==> config.mk <==
export PLATFORM = sky130hd
export DESIGN_NAME = fastq_record_boundary_finder
export DESIGN_NICKNAME = d
export VERILOG_FILES = /design/src/fqrb_pkg.sv /design/src/fastq_record_boundary_finder.sv /design/src/fqrb_scan_core.sv /design/src/fqrb_result_stage.sv
export SDC_FILE = /design/constraint.sdc
export NUM_CORES = 2
export LEC_CHECK = 0
export CELL_PAD_IN_SITES_DETAIL_PLACEMENT = 0
export CELL_PAD_IN_SITES_GLOBAL_PLACEMENT = 2
export CORE_ASPECT_RATIO = 1.1
export CORE_UTILIZATION = 37
export DETAILED_ROUTE_END_ITERATION = 8
export DONT_BUFFER_PORTS = 1
export PLACE_DENSITY = 0.81
export SETUP_SLACK_MARGIN = 0.1
export SLEW_MARGIN = 40
export SYNTH_ARGS = -nofsm -noshare
export SYNTH_HDL_FRONTEND = slang
export SYNTH_HIERARCHICAL = 1
export SYNTH_SLANG_ARGS = --single-unit
==> constraint.sdc <==
create_clock -name clk -period 10.3 [get_ports clk]
set_input_delay 1.545 -clock clk [delete_from_list [all_inputs] [get_ports clk]]
set_output_delay 1.545 -clock clk [all_outputs]
set_load 0.02 [all_outputs]
==> src/fqrb_pkg.sv <==
// ----------------------------------------------------------------------------
// fqrb_pkg
// Shared types and constants for the fastq record boundary finder.
// ----------------------------------------------------------------------------
package fqrb_pkg;

  localparam int LENGTH_BITS_DEF = 20;
  localparam int OFFSET_BITS_DEF = 48;
  localparam int OFFSET_W        = 48;

  // first-character class of a line
  typedef enum logic [1:0] {
    CLS_EMPTY = 2'd0,
    CLS_AT    = 2'd1,
    CLS_PLUS  = 2'd2,
    CLS_OTHER = 2'd3
  } line_class_t;

  typedef struct packed {
    logic [7:0] data_byte;
    logic       has_byte;
    logic       end_of_stream;
    logic       start_scan;
  } in_item_t;

  typedef struct packed {
    logic                found;
    logic [OFFSET_W-1:0] record_offset;
    logic                length_saturated;
  } out_item_t;

  // decision handed from the scan core to the result stage
  typedef struct packed {
    logic emit;
    logic found;
    logic sat;
  } decide_t;

endpackage

==> src/fastq_record_boundary_finder.sv <==
// ----------------------------------------------------------------------------
// fastq_record_boundary_finder
// Scans a chunk byte by byte and reports the absolute offset of its first
// FASTQ record, or that none exists.
// ----------------------------------------------------------------------------
// One byte per transaction, one transaction per cycle sustained. A transaction
// is held in an input register; the window update runs on it when the output
// register can take a result, and any result lands in that output register.
// Input ready drops only while the output register holds a result that the
// consumer has not taken. Each scan gives at most one result, after which
// transactions are ignored until one with start_scan set.
// base_offset must be written while the block is idle.
module fastq_record_boundary_finder #(
  parameter int LENGTH_BITS = fqrb_pkg::LENGTH_BITS_DEF,
  parameter int OFFSET_BITS = fqrb_pkg::OFFSET_BITS_DEF
) (
  input  logic                          clk,
  input  logic                          rst_n,
  input  logic                          in_valid,
  output logic                          in_ready,
  input  fqrb_pkg::in_item_t            in_data,
  output logic                          out_valid,
  input  logic                          out_ready,
  output fqrb_pkg::out_item_t           out_data,
  input  logic                          cfg_we,
  input  logic [fqrb_pkg::OFFSET_W-1:0] cfg_wdata
);
  import fqrb_pkg::*;

  in_item_t               item_r;
  logic                   item_valid_r;
  logic                   can_take;
  logic                   fire;
  decide_t                dec;
  logic [OFFSET_BITS-1:0] rel_start;

  assign fire     = item_valid_r && can_take;
  assign in_ready = !item_valid_r || fire;

  always_ff @(posedge clk) begin
    if (!rst_n) begin
      item_valid_r <= 1'b0;
    end else if (in_ready) begin
      item_valid_r <= in_valid;
    end
  end

  always_ff @(posedge clk) begin
    if (in_valid && in_ready) begin
      item_r <= in_data;
    end
  end

  fqrb_scan_core #(
    .LENGTH_BITS (LENGTH_BITS),
    .OFFSET_BITS (OFFSET_BITS)
  ) u_core (
    .clk       (clk),
    .rst_n     (rst_n),
    .fire      (fire),
    .item      (item_r),
    .dec       (dec),
    .rel_start (rel_start)
  );

  fqrb_result_stage #(
    .OFFSET_BITS (OFFSET_BITS)
  ) u_result (
    .clk       (clk),
    .rst_n     (rst_n),
    .cfg_we    (cfg_we),
    .cfg_wdata (cfg_wdata),
    .dec       (dec),
    .rel_start (rel_start),
    .can_take  (can_take),
    .out_valid (out_valid),
    .out_ready (out_ready),
    .out_data  (out_data)
  );

endmodule

==> src/fqrb_scan_core.sv <==
// ----------------------------------------------------------------------------
// fqrb_scan_core
// Line window and per-byte update: splits lines, trims carriage returns,
// checks the four-line record pattern and decides at end of stream.
// ----------------------------------------------------------------------------
module fqrb_scan_core #(
  parameter int LENGTH_BITS = fqrb_pkg::LENGTH_BITS_DEF,
  parameter int OFFSET_BITS = fqrb_pkg::OFFSET_BITS_DEF
) (
  input  logic                   clk,
  input  logic                   rst_n,
  input  logic                   fire,
  input  fqrb_pkg::in_item_t     item,
  output fqrb_pkg::decide_t      dec,
  output logic [OFFSET_BITS-1:0] rel_start
);
  import fqrb_pkg::*;

  localparam logic [LENGTH_BITS-1:0] LEN_MAX = {LENGTH_BITS{1'b1}};
  localparam logic [7:0] CHR_LF   = 8'h0A;
  localparam logic [7:0] CHR_CR   = 8'h0D;
  localparam logic [7:0] CHR_AT   = 8'h40;
  localparam logic [7:0] CHR_PLUS = 8'h2B;

  // completed lines, oldest first, plus the line being received
  line_class_t            slot_class_r [3];
  logic [LENGTH_BITS-1:0] slot_len_r   [3];
  logic [OFFSET_BITS-1:0] slot_start_r [3];
  logic [1:0]             held_r;
  line_class_t            cur_class_r;
  logic [LENGTH_BITS-1:0] cur_len_r;
  logic [OFFSET_BITS-1:0] cur_start_r;
  logic [LENGTH_BITS-1:0] cr_run_r;
  logic [OFFSET_BITS-1:0] pos_r;
  logic                   done_r;

  line_class_t            slot_class_nxt [3];
  logic [LENGTH_BITS-1:0] slot_len_nxt   [3];
  logic [OFFSET_BITS-1:0] slot_start_nxt [3];
  logic [1:0]             held_nxt;
  line_class_t            cur_class_nxt;
  logic [LENGTH_BITS-1:0] cur_len_nxt;
  logic [OFFSET_BITS-1:0] cur_start_nxt;
  logic [LENGTH_BITS-1:0] cr_run_nxt;
  logic [OFFSET_BITS-1:0] pos_nxt;
  logic                   done_nxt;

  logic                   finish;
  logic                   hit;
  logic [LENGTH_BITS-1:0] cr_inc;
  logic [LENGTH_BITS:0]   len_sum;

  function automatic line_class_t classify(input logic [7:0] b);
    line_class_t c;
    if (b == CHR_AT) begin
      c = CLS_AT;
    end else if (b == CHR_PLUS) begin
      c = CLS_PLUS;
    end else begin
      c = CLS_OTHER;
    end
    return c;
  endfunction

  always_comb begin
    for (int i = 0; i < 3; i++) begin
      slot_class_nxt[i] = slot_class_r[i];
      slot_len_nxt[i]   = slot_len_r[i];
      slot_start_nxt[i] = slot_start_r[i];
    end
    held_nxt      = held_r;
    cur_class_nxt = cur_class_r;
    cur_len_nxt   = cur_len_r;
    cur_start_nxt = cur_start_r;
    cr_run_nxt    = cr_run_r;
    pos_nxt       = pos_r;
    done_nxt      = done_r;
    dec           = '0;
    rel_start     = '0;
    finish        = 1'b0;
    hit           = 1'b0;
    cr_inc        = (cr_run_r == LEN_MAX) ? LEN_MAX : cr_run_r + 1'b1;
    len_sum       = '0;

    // new scan wipes the window before this transaction is taken
    if (item.start_scan) begin
      for (int i = 0; i < 3; i++) begin
        slot_class_nxt[i] = CLS_EMPTY;
        slot_len_nxt[i]   = '0;
        slot_start_nxt[i] = '0;
      end
      held_nxt      = '0;
      cur_class_nxt = CLS_EMPTY;
      cur_len_nxt   = '0;
      cur_start_nxt = '0;
      cr_run_nxt    = '0;
      pos_nxt       = '0;
      done_nxt      = 1'b0;
      cr_inc        = LENGTH_BITS'(1);
    end

    if (!done_nxt) begin
      if (item.has_byte) begin
        pos_nxt = pos_nxt + 1'b1;
        if (item.data_byte == CHR_LF) begin
          finish = 1'b1;
        end else begin
          if (cur_len_nxt == '0 && cr_run_nxt == '0) begin
            cur_class_nxt = classify(item.data_byte);
          end
          if (item.data_byte == CHR_CR) begin
            cr_run_nxt = cr_inc;
          end else begin
            len_sum     = {1'b0, cur_len_nxt} + {1'b0, cr_inc};
            cur_len_nxt = (len_sum > {1'b0, LEN_MAX}) ? LEN_MAX
                                                       : len_sum[LENGTH_BITS-1:0];
            cr_run_nxt  = '0;
          end
        end
      end

      // unterminated last line counts if it has any byte
      if (item.end_of_stream && !finish && (cur_len_nxt != '0 || cr_run_nxt != '0)) begin
        finish = 1'b1;
      end

      if (finish) begin
        if (cur_len_nxt == '0) begin
          cur_class_nxt = CLS_EMPTY;
        end
        if (held_nxt == 2'd3 && slot_class_nxt[0] == CLS_AT &&
            slot_class_nxt[2] == CLS_PLUS && slot_len_nxt[1] == cur_len_nxt) begin
          dec.emit  = 1'b1;
          dec.found = 1'b1;
          dec.sat   = (cur_len_nxt == LEN_MAX);
          rel_start = slot_start_nxt[0];
          done_nxt  = 1'b1;
        end else begin
          if (held_nxt == 2'd3) begin
            slot_class_nxt[0] = slot_class_nxt[1];
            slot_len_nxt[0]   = slot_len_nxt[1];
            slot_start_nxt[0] = slot_start_nxt[1];
            slot_class_nxt[1] = slot_class_nxt[2];
            slot_len_nxt[1]   = slot_len_nxt[2];
            slot_start_nxt[1] = slot_start_nxt[2];
            slot_class_nxt[2] = cur_class_nxt;
            slot_len_nxt[2]   = cur_len_nxt;
            slot_start_nxt[2] = cur_start_nxt;
          end else begin
            slot_class_nxt[held_nxt] = cur_class_nxt;
            slot_len_nxt[held_nxt]   = cur_len_nxt;
            slot_start_nxt[held_nxt] = cur_start_nxt;
            held_nxt                 = held_nxt + 1'b1;
          end
          cur_class_nxt = CLS_EMPTY;
          cur_len_nxt   = '0;
          cur_start_nxt = pos_nxt;
          cr_run_nxt    = '0;
        end
      end

      // end of stream: first header candidate still held decides
      if (item.end_of_stream && !dec.emit) begin
        dec.emit = 1'b1;
        done_nxt = 1'b1;
        if (held_nxt > 2'd0 && slot_class_nxt[0] == CLS_AT) begin
          hit = 1'b1;
          if (held_nxt > 2'd1 && slot_len_nxt[1] != '0) begin
            dec.found = 1'b1;
            rel_start = slot_start_nxt[0];
          end
        end
        if (!hit && held_nxt > 2'd1 && slot_class_nxt[1] == CLS_AT) begin
          hit = 1'b1;
          if (held_nxt > 2'd2 && slot_len_nxt[2] != '0) begin
            dec.found = 1'b1;
            rel_start = slot_start_nxt[1];
          end
        end
        // a candidate in the last held slot has no following line
      end
    end

    if (!fire) begin
      dec.emit = 1'b0;
    end
  end

  always_ff @(posedge clk) begin
    if (!rst_n) begin
      for (int i = 0; i < 3; i++) begin
        slot_class_r[i] <= CLS_EMPTY;
        slot_len_r[i]   <= '0;
        slot_start_r[i] <= '0;
      end
      held_r      <= '0;
      cur_class_r <= CLS_EMPTY;
      cur_len_r   <= '0;
      cur_start_r <= '0;
      cr_run_r    <= '0;
      pos_r       <= '0;
      done_r      <= 1'b0;
    end else if (fire) begin
      for (int i = 0; i < 3; i++) begin
        slot_class_r[i] <= slot_class_nxt[i];
        slot_len_r[i]   <= slot_len_nxt[i];
        slot_start_r[i] <= slot_start_nxt[i];
      end
      held_r      <= held_nxt;
      cur_class_r <= cur_class_nxt;
      cur_len_r   <= cur_len_nxt;
      cur_start_r <= cur_start_nxt;
      cr_run_r    <= cr_run_nxt;
      pos_r       <= pos_nxt;
      done_r      <= done_nxt;
    end
  end

endmodule

==> src/fqrb_result_stage.sv <==
// ----------------------------------------------------------------------------
// fqrb_result_stage
// Holds the base offset register, forms the absolute offset and keeps the
// result in an output register until the consumer takes it.
// ----------------------------------------------------------------------------
module fqrb_result_stage #(
  parameter int OFFSET_BITS = fqrb_pkg::OFFSET_BITS_DEF
) (
  input  logic                              clk,
  input  logic                              rst_n,
  input  logic                              cfg_we,
  input  logic [fqrb_pkg::OFFSET_W-1:0]     cfg_wdata,
  input  fqrb_pkg::decide_t                 dec,
  input  logic [OFFSET_BITS-1:0]            rel_start,
  output logic                              can_take,
  output logic                              out_valid,
  input  logic                              out_ready,
  output fqrb_pkg::out_item_t               out_data
);
  import fqrb_pkg::*;

  logic [OFFSET_W-1:0]    base_r;
  logic                   out_valid_r;
  out_item_t              out_data_r;
  logic [OFFSET_BITS-1:0] abs_sum;

  // offset wraps at the configured offset width
  assign abs_sum  = OFFSET_BITS'(base_r) + rel_start;
  assign can_take = !out_valid_r || out_ready;

  always_ff @(posedge clk) begin
    if (!rst_n) begin
      base_r      <= '0;
      out_valid_r <= 1'b0;
    end else begin
      if (cfg_we) begin
        base_r <= cfg_wdata;
      end
      if (dec.emit) begin
        out_valid_r <= 1'b1;
      end else if (out_ready) begin
        out_valid_r <= 1'b0;
      end
    end
  end

  always_ff @(posedge clk) begin
    if (dec.emit) begin
      out_data_r.found            <= dec.found;
      out_data_r.record_offset    <= dec.found ? OFFSET_W'(abs_sum) : '0;
      out_data_r.length_saturated <= dec.found && dec.sat;
    end
  end

  assign out_valid = out_valid_r;
  assign out_data  = out_data_r;

endmodule

==> After elaboration in Yosys (flattened, before gate mapping) <==
Memories as Yosys holds them, arrays and structs flattened.
Index checks and enable logic that the tools add are counted.
{ "word_totals": {"regBits": 252, "latchBits": 0, "ram_bits": 210, "romBits": 0, "in_bits": 64, "output_inout_bits": 52, "wordCells": 201, "mem_count": 3} }
{ "memory_table": {"columns": ["name", "words", "word_bits", "read_ports", "rd_ports_with_merged_regs", "write_ports", "line", "rtl"], "rows": [
  ["u_core.slot_start_r", 3, 48, 3, 0, 3, "fqrb_scan_core.sv:28", "logic [OFFSET_BITS-1:0] slot_start_r [3];"],
  ["u_core.slot_len_r", 3, 20, 3, 0, 3, "fqrb_scan_core.sv:27", "logic [LENGTH_BITS-1:0] slot_len_r [3];"],
  ["u_core.slot_class_r", 3, 2, 3, 0, 3, "fqrb_scan_core.sv:26", "line_class_t slot_class_r [3];"]
]} }
{ "classes": {"n_addsub": 5, "mul": 0, "n_div": 0, "n_lt_le_gt_ge": 6, "n_eq_ne": 12, "shift": 0, "muxes": 116, "bitwise_logic": 10, "n_reduce_logical": 32} }
{ "op_table": {"columns": ["cell", "n"], "rows": [
  ["48-bit two-way mux", 19],
  ["144-bit two-way mux", 5],
  ["20-bit two-way mux", 23],
  ["60-bit two-way mux", 6],
  ["144-bit bitwise mux", 1],
  ["48-bit demux with 2-bit select", 1],
  ["20-bit nonzero test", 4],
  ["60-bit bitwise mux", 1],
  ["20-bit logical NOT", 3],
  ["48-bit by 1-bit adder with 48-bit output, second input constant", 1],
  ["48-bit adder", 1],
  ["2-bit two-way mux", 22],
  ["20-bit demux with 2-bit select", 1],
  ["20-bit == test, second input constant", 2],
  ["6-bit two-way mux", 6],
  ["1-bit two-way mux", 25],
  ["20-bit by 20-bit adder with 21-bit output", 1],
  ["21-bit by 20-bit > comparator with 1-bit output, second input constant", 1],
  ["20-bit by 1-bit adder with 20-bit output, second input constant", 1],
  ["20-bit == test", 1],
  ["8-bit by 4-bit == test with 1-bit output, second input constant", 2],
  ["1-bit logical AND", 16],
  ["3-bit two-way mux", 4],
  ["1-bit OR", 9],
  ["15 further kinds", 25]
]} }

==> Longest topological paths before layout <==
{ "logic_depth": {"ltp_word": 35, "ltp_mapped": 43, "depth_no_buf": 32} }

==> By module <==
The synthesis kept the hierarchy.
{ "modules_own_cells": {"columns": ["module", "instances", "cells_each", "area_each_um2", "seq_area_each_um2"], "rows": [
  ["fqrb_scan_core", 1, 2674, 23038.3, 8528.2],
  ["fqrb_result_stage", 1, 637, 6118.4, 2482.4],
  ["fastq_record_boundary_finder", 1, 17, 395.4, 350.3]
]} }

==> Least setup slack after synthesis <==
Ideal clock, no wire load.
{ "synth_path": {"path_type": "register to register", "start": "register item_r[0] in the netlist's numbering", "end": "register u_result.out_data_r, in the netlist u_result/out_data[17], data pin", "setup_time_ps": 266, "arrival_time_ps": 9752, "required_time_ps": 10034, "setup_slack_ps": 282, "stages_incl_launch_ff": 40, "n_path_buf": 13, "period_less_slack_ps": 10018, "path_cell_list": "edfxtp_1 -> buf_2 -> buf_2 -> clkbuf_1 -> buf_1 -> clkbuf_1 -> buf_1 -> clkbuf_1 -> buf_1 -> clkbuf_1 -> buf_1 -> clkbuf_1 -> nor2_1 -> fa_1 -> a211oi_2 -> o31ai_2 -> o2111a_1 -> or3_1 -> (+4 left out) -> a21oi_2 -> buf_6 -> a31o_1 -> or3_4 -> nor2b_4 -> buf_6 -> a2111oi_2 -> ha_1 -> fa_1 -> a21o_1 -> and3_1 -> o211ai_2 -> a31oi_1 -> o41ai_2 -> nor3_1 -> a2111oi_2 -> xor2_1 -> nor2_1"} }
{ "synth_via": {"elab_chain_len": 29, "elab_cells_between_ends": 109, "classes_between": "3 x add/sub; 6 x order compare; 6 x eq/ne; 71 x mux; 1 x bitwise; 22 x reduce/logical"} }
{ "synth_lines": {"columns": ["element", "line", "rtl"], "rows": [
  ["start: declaration", "fastq_record_boundary_finder.sv:30", "in_item_t item_r;"],
  ["start signal: assignment", "fastq_record_boundary_finder.sv:50", "item_r <= in_data;"],
  ["20-bit two-way mux", "fqrb_scan_core.sv:86", "if (item.start_scan) begin"],
  ["20-bit by 20-bit adder with 21-bit output", "fqrb_scan_core.sv:114", "len_sum = {1'b0, cur_len_nxt} + {1'b0, cr_inc};"],
  ["21-bit by 20-bit > comparator with 1-bit output", "fqrb_scan_core.sv:115", "cur_len_nxt = (len_sum > {1'b0, LEN_MAX}) ? LEN_MAX"],
  ["20-bit two-way mux", "fqrb_scan_core.sv:115", null],
  ["20-bit two-way mux", "fqrb_scan_core.sv:111", "if (item.data_byte == CHR_CR) begin"],
  ["20-bit two-way mux", "fqrb_scan_core.sv:105", "if (item.data_byte == CHR_LF) begin"],
  ["20-bit two-way mux", "fqrb_scan_core.sv:103", "if (item.has_byte) begin"],
  ["20-bit two-way mux", "fqrb_scan_core.sv:102", "if (!done_nxt) begin"],
  ["(+13 left out)", null, null],
  ["1-bit two-way mux", "fqrb_scan_core.sv:102", null],
  ["1-bit logical NOT", "fqrb_scan_core.sv:173", "if (!hit && held_nxt > 2'd1 && slot_class_nxt[1] == CLS_AT) begin"],
  ["1-bit logical AND (2 in series)", "fqrb_scan_core.sv:173", null],
  ["48-bit two-way mux", "fqrb_scan_core.sv:173", null],
  ["48-bit two-way mux", "fqrb_scan_core.sv:163", "if (item.end_of_stream && !dec.emit) begin"],
  ["48-bit two-way mux *", "fqrb_scan_core.sv:102", null],
  ["net rel_start[0]", "fastq_record_boundary_finder.sv:35", "logic [OFFSET_BITS-1:0] rel_start;"],
  ["48-bit adder *", "fqrb_result_stage.sv:28", "assign abs_sum = OFFSET_BITS'(base_r) + rel_start;"],
  ["end: declaration", "fqrb_result_stage.sv:24", "out_item_t out_data_r;"]
]} }
Mark *: on every way through the listed nets, which the timed path passes. The rest lies on a longest branch. The select of a mux whose other input is x is not followed.
A chain may end at the register's enable or synchronous reset.

==> Worst setup path in the final report <==
{ "layout_path": {"start": "register u_core.cr_run_r[0]", "end": "register u_result.out_data_r, in the netlist u_result/out_data[42], data pin"} }
{ "layout_via": {"elab_chain_len": 31, "elab_cells_between_ends": 84, "classes_between": "3 x add/sub; 4 x order compare; 4 x eq/ne; 55 x mux; 18 x reduce/logical"} }
{ "layout_lines": {"columns": ["element", "line", "rtl"], "rows": [
  ["start: declaration", "fqrb_scan_core.sv:33", "logic [LENGTH_BITS-1:0] cr_run_r;"],
  ["start signal: assignment", "fqrb_scan_core.sv:213", "cr_run_r <= cr_run_nxt;"],
  ["20-bit by 1-bit adder with 20-bit output or 20-bit == test (tied branches)", "fqrb_scan_core.sv:82", "cr_inc = (cr_run_r == LEN_MAX) ? LEN_MAX : cr_run_r + 1'b1;"],
  ["20-bit two-way mux", "fqrb_scan_core.sv:82", null],
  ["20-bit two-way mux", "fqrb_scan_core.sv:86", null],
  ["20-bit by 20-bit adder with 21-bit output", "fqrb_scan_core.sv:114", null],
  ["21-bit by 20-bit > comparator with 1-bit output", "fqrb_scan_core.sv:115", null],
  ["20-bit two-way mux", "fqrb_scan_core.sv:115", null],
  ["20-bit two-way mux", "fqrb_scan_core.sv:111", null],
  ["20-bit two-way mux", "fqrb_scan_core.sv:105", null],
  ["(+15 left out)", null, null],
  ["1-bit two-way mux", "fqrb_scan_core.sv:102", null],
  ["1-bit logical NOT", "fqrb_scan_core.sv:173", null],
  ["1-bit logical AND (2 in series)", "fqrb_scan_core.sv:173", null],
  ["48-bit two-way mux", "fqrb_scan_core.sv:173", null],
  ["48-bit two-way mux *", "fqrb_scan_core.sv:163", null],
  ["48-bit two-way mux *", "fqrb_scan_core.sv:102", null],
  ["net rel_start[32]", "fastq_record_boundary_finder.sv:35", null],
  ["48-bit adder *", "fqrb_result_stage.sv:28", null]
]} }
Marks and branches as above.

==> impl_metrics.ini <==
[run_status]
run_status = completed

[sta]
worst_case_hold_slack_ns = 0.453
skew_ns = 0.0306
min_period_over_period_pct = 94.3
max_slew_margin_vs_limit_pct = 39.3
achievable-frequency_mhz = 103
worst_pin_slew_ns = 0.902
maxSlewViolCount = 0
setup_total_negative_slack_ns = 0
min_period_ns = 9.72
setup_repair_after_global_routing_missed_its_margin = no
finalSetupViolCount = 0
finalHoldViolCount = 0
setup_slack_ns = 0.582

[logic_synthesis]
ys_seq_area_share_pct = 38.4
synth.ff_latch_count = 442
synth_cells = 3328
mappedNetlistNets = 3463
ys_async_sr_fraction_pct = 0
number_of_distinct_library_cells_after_synthesis = 107
mapped_cell_area_um2 = 29600
yosys_warnings = 6
synth_edf_count = 251
ys_dominant_reg_cell = edfxtp_1
syn_avg_cell_area_um2 = 8.88

[route]
drtIter0Drc = 2335
detail_route.vias_per_cell = 6.11
routed_wire_length_per_instance_um = 25.1
routed_wirelength_um = 112000
detail_route.first_pass.iterations = 5
routed-via-count = 27300
remaining_drc_errors = 0
final_ant_viol_nets = 0

[clock_tree]
clk_transition_reported_paths_ns = 0.06
tritoncts = yes
tritoncts_buffers = 53
clk_path_buf_depth = 3
cts_hold_repair.buffers = 0
clock_sinks = 442
clk-insertion-delay-late_ns = 0.63
cts_max_level = 2
cts.root.buffer_cell = clkbuf_16

[grt]
grt_antenna_before_repair = 1
groute.usage.overall_pct = 26.9
pin_count_of_the_biggest_net_entering_global_routing = 168
number_of_global_route_vias_before_repair = 26700
first_pass_grt_wire_length_um = 169000
globalRouteOverflowTotal = 0

[critical_path]
reg2reg_slack_ns = 0.58
crit_arrival_ns = 10.06
worst_path_maximum_fanout = 9
slowest_stage = or4b_4
slowest_delay_ns = 0.56
crit_path_start_kind = register
crit_buf_inv = 10
critical_path.top_delay_family = compound AO/OA/AOI/OAI gates
worst-setup-path-type = reg -> reg
cp.required_ns = 10.65
cpMostUsedCell = buf_4
cp-end-kind = register

[floorplan]
design.die.area_um2 = 81000
placementRows = 108
initial_core_util_pct = 37.4
die_w_um = 271
core_region_area_um2 = 78900
fp.dieH_um = 298
design.portCount = 116

[placed_design]
detailedPlacementHpwl_um = 79000
globalplace.congestion = 0.965
place.port_buffers = 0
preCtsSetupSlack_ns = 0.0994

[cells_and_area]
final_common_cell = nor2_1
syn2layout_area_growth_pct = 14.3
final_core_area_utilization_pct = 42.8
layout-drive-gt1-share_pct = 13.2
final_nets = 3509
fillers = 7777
final_cell_mix = nor2_1 (357), a21oi_1 (275), edfxtp_1 (251), nand2_1 (246), buf_4 (235)

[min_path]
hp-class = reg -> reg

[pwr]
power.leakage_nw = 12.0
cellPowerDensity_nw_per_um2 = 133
vdd_ir_drop_max_uv = 144

[run]
max-cap-violations = 0
tightest hold or removal path, cell delays in order, from the launching register on:
cell and delay, ns:
dfxtp_1 0.32, nand2_1 0.04, o21ai_0 0.06
synthesized netlist by cell type, types with 20 or more instances:
library cell / number / area, µm²
edfxtp_1: 251 / 7540
a22o_1: 160 / 1400
nor4_1: 33 / 206
o22ai_1: 33 / 206
clkbuf_1: 201 / 754
a211oi_1: 146 / 1100
nand4_1: 44 / 275
and2_1: 20 / 125
o21a_1: 42 / 315
o21ai_0: 116 / 581
xnor2_1: 62 / 543
dfxtp_1: 191 / 3820
a21o_1: 40 / 300
nand2_1: 249 / 935
a31oi_1: 32 / 200
nand3_1: 56 / 280
nor2_1: 362 / 1360
xor2_1: 49 / 429
and3_1: 21 / 131
a211oi_2: 31 / 388
a22oi_1: 97 / 728
a21oi_1: 276 / 1380
nor3_1: 53 / 265
nor2b_1: 169 / 1060
buf_1: 22 / 82.6
ha_1: 69 / 863
inv_1: 50 / 188
buf_2: 26 / 130
mux2i_1: 140 / 1400
layout make-up:
type	count	area, µm²	share of cell area, %
Antenna cell	1	2.50	0.00741
Clock buffer	75	1520	4.51
Clock inverter	25	210	0.622
Inverter	53	211	0.626
Multi-Input combinational cell	2570	17000	50.4
Sequential cell	442	11400	33.7
Tap cell	1045	1310	3.87
Timing Repair Buffer	254	2110	6.25
metal layers:
layer  up-vias  track usage (%)  share of wire, %
met1     13300             34.0                41
met2      1095             46.1                49
met5         -                0                 0
li1      12700                -                 -
met3       241             3.45               5.7
met4         0             11.3               4.2
where the power goes:
part | internal [mW] | switching [mW]
logic | 0.214 | 0.367
registers | 1.94 | 0.0718
clock network | 1.09 | 0.806
total | 3.23 | 1.25
state kept, by name, summed over array words and instances (netlist names):
name                 flops
u_result/base_r         48
u_core/cur_class_r       2
u_result/out_valid       1
u_core/held_r            2
u_core/slot_start_r    144
item_valid_r             1
u_core/done_r            1
u_result/out_data       50
item_r                  11
u_core/cur_len_r        20
u_core/pos_r            48
u_core/slot_class_r      6
u_core/slot_len_r       40
u_core/cur_start_r      48
u_core/cr_run_r         20
metrics by stage:
step                power, mW  area [µm²]  std cells
global placement         2.61       31900       4360
CTS                      4.51       33700       4462
finish                   4.48       33800       4465
detailed placement       2.62       32000       4362
global route             4.63       33800       4465
floorplan                2.37       29600       3328
timing repair:
item,in CTS,in global routing
buffers inserted,0,1
endpoints found under the setup margin,2,18
cloned,0,0
pin swaps,0,1
gates resized for setup,1,6
final timing paths:
path / from / to / cells after the start
worst min-delay path: u_core/cur_len_r[17] / u_core/cur_len_r[17] / 2
worst max register to register: u_core/cr_run_r[0] / u_result/out_data[42] / 38
worst min register to register: u_core/cur_len_r[17] / u_core/cur_len_r[17] / 2
worst max-delay path: u_core/cr_run_r[0] / u_result/out_data[42] / 38
kinds of logic after synthesis:
group / share of synthesized area [%]
DFF: 38.4
and+or+nand+nor: 18.1
xor gates and xnor gates: 3.29
muxes: 5.01
buffers and inverters: 4.49
AOI/OAI and AO/OA: 27.6
adders and majority gates: 3.06
Power figures use the tool's default switching activity.
